--- config.mk ---
export PLATFORM = sky130hd
export DESIGN_NAME = hsv_to_rgb_converter
export DESIGN_NICKNAME = d
export VERILOG_FILES = /design/src/hdl/hsvrgb_pkg.sv /design/src/hdl/hsvrgb_hue_split.sv /design/src/hdl/hsv_to_rgb_converter.sv
export SDC_FILE = /design/constraint.sdc
export NUM_CORES = 2
export LEC_CHECK = 0
export BUFFER_PORTS_ARGS = -buffer_cell sky130_fd_sc_hd__buf_4
export CORE_MARGIN = 1.5
export CORE_UTILIZATION = 60
export CTS_BUF_LIST = sky130_fd_sc_hd__clkbuf_4 sky130_fd_sc_hd__clkbuf_8
export DETAILED_ROUTE_END_ITERATION = 8
export PLACE_DENSITY = 0.89
export SLEW_MARGIN = 0
export SYNTH_ARGS = -nofsm -noshare
export SYNTH_HDL_FRONTEND = slang
export SYNTH_SLANG_ARGS = --single-unit
--- constraint.sdc ---
create_clock -name clk -period 17.2 [get_ports clk]
set_input_delay 3.44 -clock clk [delete_from_list [all_inputs] [get_ports clk]]
set_output_delay 3.44 -clock clk [all_outputs]
set_load 0.05 [all_outputs]
--- src/hdl/hsvrgb_pkg.sv ---
// ----------------------------------------------------------------------------
// HSV to RGB converter package
// Constants, sector codes and shared types of the colour conversion pipeline.
// ----------------------------------------------------------------------------
package hsvrgb_pkg;

    // One full turn of hue and one sector, in 1/64 degree.
    localparam logic [14:0] FULL_TURN   = 15'd23040;
    localparam logic [11:0] SECTOR_SPAN = 12'd3840;

    // A sector spans 15 steps of 256 hue units.
    localparam logic [6:0]  SECTOR_COARSE = 7'd15;

    // Full-scale fraction and the common denominator of q and t (255 * 3840).
    localparam logic [7:0]  UNIT   = 8'd255;
    localparam logic [19:0] DEN_QT = 20'd979200;

    // Reciprocal of 3825 scaled by 2^32; exact for numerators below 2^20.
    localparam logic [20:0] RECIP_QT       = 21'd1122868;
    localparam int          RECIP_QT_SHIFT = 32;

    // Reciprocal of 255 scaled by 2^24; exact for numerators up to 255 * 255.
    localparam logic [16:0] RECIP_UNIT       = 17'd65794;
    localparam int          RECIP_UNIT_SHIFT = 24;

    // The six hue sectors, named after the colours they run between.
    typedef enum logic [2:0] {
        SEC_RED_YELLOW     = 3'd0,
        SEC_YELLOW_GREEN   = 3'd1,
        SEC_GREEN_CYAN     = 3'd2,
        SEC_CYAN_BLUE      = 3'd3,
        SEC_BLUE_MAGENTA   = 3'd4,
        SEC_MAGENTA_RED    = 3'd5
    } hsvrgb_sector_t;

    // Hue split into its sector and the position inside the sector.
    typedef struct packed {
        hsvrgb_sector_t sector;
        logic [11:0]    frac;
    } hsvrgb_split_t;

endpackage

--- src/hdl/hsvrgb_hue_split.sv ---
// ----------------------------------------------------------------------------
// HSV to RGB hue splitter
// Wraps the hue into one turn and splits it into sector and fraction.
// ----------------------------------------------------------------------------
module hsvrgb_hue_split
    import hsvrgb_pkg::*;
(
    input  logic [14:0]   hue,
    output hsvrgb_split_t split
);

    logic [14:0]    hue_wrapped;
    logic [6:0]     coarse;
    hsvrgb_sector_t sector;
    logic [14:0]    sector_base;
    logic [14:0]    frac_wide;

    // Hues of a full turn or more wrap once.
    assign hue_wrapped = (hue >= FULL_TURN) ? (hue - FULL_TURN) : hue;
    assign coarse      = hue_wrapped[14:8];

    // Since 3840 is 15 * 256, the sector follows from the top seven bits alone.
    always_comb
    begin
        priority if (coarse >= 7'(5 * SECTOR_COARSE))
            sector = SEC_MAGENTA_RED;
        else if (coarse >= 7'(4 * SECTOR_COARSE))
            sector = SEC_BLUE_MAGENTA;
        else if (coarse >= 7'(3 * SECTOR_COARSE))
            sector = SEC_CYAN_BLUE;
        else if (coarse >= 7'(2 * SECTOR_COARSE))
            sector = SEC_GREEN_CYAN;
        else if (coarse >= SECTOR_COARSE)
            sector = SEC_YELLOW_GREEN;
        else
            sector = SEC_RED_YELLOW;
    end

    // Start of the sector in hue units.
    always_comb
    begin
        unique case (sector)
            SEC_RED_YELLOW:   sector_base = 15'd0;
            SEC_YELLOW_GREEN: sector_base = 15'(SECTOR_SPAN);
            SEC_GREEN_CYAN:   sector_base = 15'(2 * SECTOR_SPAN);
            SEC_CYAN_BLUE:    sector_base = 15'(3 * SECTOR_SPAN);
            SEC_BLUE_MAGENTA: sector_base = 15'(4 * SECTOR_SPAN);
            SEC_MAGENTA_RED:  sector_base = 15'(5 * SECTOR_SPAN);
            default:          sector_base = 15'd0;
        endcase
    end

    // The remainder is always below one sector span.
    assign frac_wide    = hue_wrapped - sector_base;
    assign split.sector = sector;
    assign split.frac   = frac_wide[11:0];

endmodule

--- src/hdl/hsv_to_rgb_converter.sv ---
// ----------------------------------------------------------------------------
// HSV to RGB converter
// Five-stage pipeline that turns one HSV pixel into one truncated RGB pixel.
// ----------------------------------------------------------------------------
//  Channel | Handshake          | Fields
//  --------+--------------------+--------------------------------------------
//  input   | in_valid, in_stall | hue[14:0], saturation[7:0], brightness[7:0]
//  output  | out_valid,out_stall| red[7:0], green[7:0], blue[7:0]
//
//  A transaction is taken every cycle unless a finished result is held back;
//  it passes through the five register stages: hue split, first products,
//  brightness scaling, reciprocal division and sector selection.
//  A held-back result freezes every stage, so nothing is lost or repeated.
//  Reset clears the valid bits of all stages; payload registers keep no reset.
// ----------------------------------------------------------------------------
module hsv_to_rgb_converter
    import hsvrgb_pkg::*;
(
    input  logic        clk,
    input  logic        rst_n,
    input  logic        in_valid,
    output logic        in_stall,
    input  logic [14:0] hue,
    input  logic [7:0]  saturation,
    input  logic [7:0]  brightness,
    output logic        out_valid,
    input  logic        out_stall,
    output logic [7:0]  red,
    output logic [7:0]  green,
    output logic [7:0]  blue
);

    logic           advance;
    hsvrgb_split_t  split;

    // Valid bits of the five stages.
    logic           s1_valid_reg, s2_valid_reg, s3_valid_reg, s4_valid_reg, s5_valid_reg;

    // Stage 1: hue split.
    hsvrgb_sector_t s1_sector_reg;
    logic [11:0]    s1_frac_reg;
    logic [7:0]     s1_sat_reg;
    logic [7:0]     s1_bri_reg;

    // Stage 2: saturation products and numerators.
    logic [19:0]    s2_prod_q_next, s2_prod_t_next;
    logic [11:0]    s2_rest_next;
    hsvrgb_sector_t s2_sector_reg;
    logic [19:0]    s2_numer_q_reg, s2_numer_t_reg;
    logic [15:0]    s2_numer_p_reg;
    logic [7:0]     s2_bri_reg;

    // Stage 3: numerators scaled by brightness.
    hsvrgb_sector_t s3_sector_reg;
    logic [27:0]    s3_scaled_q_reg, s3_scaled_t_reg;
    logic [15:0]    s3_numer_p_reg;
    logic [7:0]     s3_bri_reg;

    // Stage 4: quotients.
    logic [40:0]    s4_prod_q_next, s4_prod_t_next;
    logic [32:0]    s4_prod_p_next;
    hsvrgb_sector_t s4_sector_reg;
    logic [7:0]     s4_q_reg, s4_t_reg, s4_p_reg, s4_v_reg;

    // Stage 5: output register.
    logic [7:0]     red_reg, green_reg, blue_reg;
    logic [7:0]     red_next, green_next, blue_next;

    // The whole pipeline moves unless a finished result is held back.
    assign advance  = !s5_valid_reg || !out_stall;
    assign in_stall = !advance;

    hsvrgb_hue_split u_hue_split
    (
        .hue   (hue),
        .split (split)
    );

    // Valid bits travel with the data.
    always_ff @(posedge clk or negedge rst_n)
    begin
        if (!rst_n)
        begin
            s1_valid_reg <= 1'b0;
            s2_valid_reg <= 1'b0;
            s3_valid_reg <= 1'b0;
            s4_valid_reg <= 1'b0;
            s5_valid_reg <= 1'b0;
        end
        else if (advance)
        begin
            s1_valid_reg <= in_valid;
            s2_valid_reg <= s1_valid_reg;
            s3_valid_reg <= s2_valid_reg;
            s4_valid_reg <= s3_valid_reg;
            s5_valid_reg <= s4_valid_reg;
        end
    end

    // Stage 2 products: sat * frac and sat * (span - frac).
    assign s2_rest_next   = SECTOR_SPAN - s1_frac_reg;
    assign s2_prod_q_next = 20'(s1_sat_reg) * 20'(s1_frac_reg);
    assign s2_prod_t_next = 20'(s1_sat_reg) * 20'(s2_rest_next);

    // Stage 4 divisions by 979200 and 255 through scaled reciprocals.
    // Division by 979200 drops the low eight bits first (979200 = 256 * 3825).
    assign s4_prod_q_next = 41'(s3_scaled_q_reg[27:8]) * 41'(RECIP_QT);
    assign s4_prod_t_next = 41'(s3_scaled_t_reg[27:8]) * 41'(RECIP_QT);
    assign s4_prod_p_next = 33'(s3_numer_p_reg) * 33'(RECIP_UNIT);

    // Stage 5 sector selection. Zero saturation gives p = q = t = v, so grey
    // needs no case of its own.
    always_comb
    begin
        unique case (s4_sector_reg)
            SEC_RED_YELLOW:
            begin
                red_next = s4_v_reg; green_next = s4_t_reg; blue_next = s4_p_reg;
            end
            SEC_YELLOW_GREEN:
            begin
                red_next = s4_q_reg; green_next = s4_v_reg; blue_next = s4_p_reg;
            end
            SEC_GREEN_CYAN:
            begin
                red_next = s4_p_reg; green_next = s4_v_reg; blue_next = s4_t_reg;
            end
            SEC_CYAN_BLUE:
            begin
                red_next = s4_p_reg; green_next = s4_q_reg; blue_next = s4_v_reg;
            end
            SEC_BLUE_MAGENTA:
            begin
                red_next = s4_t_reg; green_next = s4_p_reg; blue_next = s4_v_reg;
            end
            default:
            begin
                red_next = s4_v_reg; green_next = s4_p_reg; blue_next = s4_q_reg;
            end
        endcase
    end

    // Payload registers of all stages.
    always_ff @(posedge clk)
    begin
        if (advance)
        begin
            s1_sector_reg   <= split.sector;
            s1_frac_reg     <= split.frac;
            s1_sat_reg      <= saturation;
            s1_bri_reg      <= brightness;

            s2_sector_reg   <= s1_sector_reg;
            s2_numer_q_reg  <= DEN_QT - s2_prod_q_next;
            s2_numer_t_reg  <= DEN_QT - s2_prod_t_next;
            s2_numer_p_reg  <= 16'(s1_bri_reg) * 16'(UNIT - s1_sat_reg);
            s2_bri_reg      <= s1_bri_reg;

            s3_sector_reg   <= s2_sector_reg;
            s3_scaled_q_reg <= 28'(s2_bri_reg) * 28'(s2_numer_q_reg);
            s3_scaled_t_reg <= 28'(s2_bri_reg) * 28'(s2_numer_t_reg);
            s3_numer_p_reg  <= s2_numer_p_reg;
            s3_bri_reg      <= s2_bri_reg;

            s4_sector_reg   <= s3_sector_reg;
            s4_q_reg        <= 8'(s4_prod_q_next >> RECIP_QT_SHIFT);
            s4_t_reg        <= 8'(s4_prod_t_next >> RECIP_QT_SHIFT);
            s4_p_reg        <= 8'(s4_prod_p_next >> RECIP_UNIT_SHIFT);
            s4_v_reg        <= s3_bri_reg;

            red_reg         <= red_next;
            green_reg       <= green_next;
            blue_reg        <= blue_next;
        end
    end

    assign out_valid = s5_valid_reg;
    assign red       = red_reg;
    assign green     = green_reg;
    assign blue      = blue_reg;

endmodule

==> results_dict.tcl <==
set metrics [dict create \
    outcome "finished, final reports clean" \
    post_route_cells_drive_above_1_share_pct 5.23 \
    grt_pass1_wl_mm 128 \
    async_flop_share_pct 2.19 \
    cp_slowest_cell "nand2_4" \
    ys_seq_area_share_pct 18.8 \
    fmax_mhz 133 \
    synth_edf_count 223 \
    period_minus_slack_ps 7520 \
    syn_to_final_growth_pct 5.85 \
    synth_xor_area_share_pct 2.46 \
    drt-total-wl_mm 75.0 \
    syn-num-nets 4797 \
    slowest_delay_ps 230 \
    finalHoldViolCount 0 \
    vias 24900 \
    rr_worst_depth 20 \
    post-cts-setup-buffers 0 \
    hold_depth 0 \
    drt_iter0_markers 1605 \
    layout_setup_ws_ps 9680 \
    yosys.area.top_type "fa_1" \
    fin_tns_setup_ps 0 \
    synth_compound_area_share_pct 5.40 \
    path_cells "buf_4 > nand2_4 > inv_1 > buf_4" \
    worstHoldEndpoint "s4_v_reg[3]" \
    die_y_um 249 \
    firstDrtPassIters 5 \
    place_inst 4404 \
    synth_mux_area_share_pct 1.28 \
    place.gp.congestion 0.872 \
    r2r_setup_slack_ps 10790 \
    ys_warn_count 0 \
    synthSimpleGateAreaFrac_pct 12.4 \
    grt_max_degree 75 \
    postSynthAreaPerCell_um2 10.0 \
    cts-htree-levels 2 \
    post-place-ws_ps 9690 \
    post-synth-top-count-cell "inv_1" \
    netlist_area_mm2 0.0363 \
    fillCellCount 4385 \
    max-slew-margin-rel_pct 23.5 \
    cts_sinks 228 \
    final_cells 4475 \
    ys_ff_latch 228 \
    ys_top_cells_by_count "882 x inv_1, 624 x ha_1, 512 x fa_1" \
    drc 0 \
    yosys.area.top_type_share_pct 28.2 \
    clk_pin_slew_ps 60 \
    ioPinCount 61 \
    rows 90 \
    die_x_um 249 \
    port_buffers 60 \
    grt.total_usage_pct 25.1 \
    rsz0062_at_grt "no" \
    setup_viol 0 \
    cts_root_buf "clkbuf_8" \
    antenna_found_initial 0 \
    dieArea_mm2 0.0620 \
    synth_ff_type "edfxtp_1" \
    hp-class "reg2reg" \
    netlist_top_cells_area "fa_1 28%, ha_1 21%, edfxtp_1 18%" \
    finalCritPeriodShare_pct 43.7 \
    grt_pass1_vias 27400 \
    cp-start-kind "input pin" \
    synthAdderAreaFrac_pct 49.7 \
    crit_path_end_kind "output pin" \
    nets 4835 \
    crit_fanout 23 \
    dp_hpwl_mm 58.6 \
    crit_top_cell "buf_4" \
    via_per_inst 5.57 \
    path_class "in2out" \
    synth_cell_type_count 77 \
    start_util_pct 60.4 \
    skew_ps 39.4 \
    clk_latency_ps 620 \
    grt-ovfl-total 0 \
    cts_buffers 40 \
    worst_ep_required_time_ps 13760 \
    r2r-start "s1_frac_reg[4]" \
    ant_nets 0 \
    cap_viol_max_count 0 \
    wl_per_cell_um 16.8 \
    synth_top_family_by_area "adder cells" \
    coreArea_mm2 0.0601 \
    hp-start "s3_bri_reg[3]" \
    timing.final.max_slew_violations 0 \
    r2r-end "s2_numer_t_reg[19]" \
    ctsResizeCount 0 \
    cts_buffer_depth 3 \
    critPathArrivalTime_ps 4080 \
    postSynthCellCount 3626 \
    worst_pin_slew_ps 1140 \
    cts_tree "yes" \
    ctsHoldBuffers 0 \
]
[per-layer routing]
layer  vias up  global-route usage (%)  share of wire (%)
met2       763                    44.5                 50
met1     12500                    31.8                 41
met5         -                       0                  0
li1      11500                       -                  -
met3       191                    3.36                5.2
met4         0                    8.10                2.9
[area by class of cell]
cell class | instances | area [um2] | area share [%]
Antenna cell | 2 | 5.00 | 0.0130
Inverter | 882 | 3310 | 8.61
Multi-Input combinational cell | 2431 | 25900 | 67.3
Timing Repair Buffer | 81 | 608 | 1.58
Clock inverter | 15 | 159 | 0.413
Tap cell | 782 | 978 | 2.54
Sequential cell | 228 | 6820 | 17.7
Clock buffer | 54 | 687 | 1.79
[critical path, delay by kind of cell]
| kind | cells | cell delay (ps) |
|---|---|---|
| and+or+nand+nor | 1 | 230 |
| buffers and inverters | 3 | 400 |
[kinds of logic (layout without fill, tap and decap cells)]
kind of cell / after synthesis / count (layout)
other cells: 0 / 2
simple gates: 850 / 850
xor+xnor: 102 / 102
fa+ha+maj: 1137 / 1137
flops: 228 / 228
mux: 44 / 44
compound gates: 298 / 298
buf+inv: 967 / 1032
[through the flow]
| step | cell area, um2 | util (%) | hold WS (ps) |
|---|---|---|---|
| floorplan | 36300 | - | 400 |
| global placement | 37600 | 62.5 | 401 |
| detailed placement | 37600 | 62.5 | 405 |
| CTS | 38500 | 63.9 | 419 |
| global route | 38500 | 63.9 | 423 |
| finish | 38500 | 64.0 | 410 |
[layout by cell type (no fill, tap or decap), drive strengths merged, types with 9 or more instances in the layout]
| cell type | count |
|---|---|
| a211oi | 26 |
| buf | 81 |
| nand2 | 257 |
| and2 | 310 |
| nand3 | 22 |
| a21oi | 82 |
| and3 | 13 |
| or3 | 12 |
| nor3 | 28 |
| xnor2 | 76 |
| o21a | 12 |
| fa | 512 |
| nor2b | 53 |
| o21ai | 71 |
| ha | 624 |
| edfxtp | 223 |
| inv | 882 |
| nor2 | 74 |
| mux2i | 23 |
| nand2b | 38 |
| xor2 | 26 |
| a21o | 18 |
| clkbuf | 54 |
| o211ai | 9 |
| mux2 | 21 |
[worst max path at each step]
stage / start / to / slack [ps] / depth (start not counted)
after floorplan: out_stall / in_stall / 3780 / 2
after global placement: out_stall / in_stall / 9710 / 4
after detailed placement: out_stall / in_stall / 9690 / 4
after CTS: out_stall / in_stall / 9680 / 4
after global routing: out_stall / in_stall / 9650 / 4
final: out_stall / in_stall / 9680 / 4
Power is not shown: default switching activity piles up to over one toggle a cycle in this logic, so the estimate is an artifact.
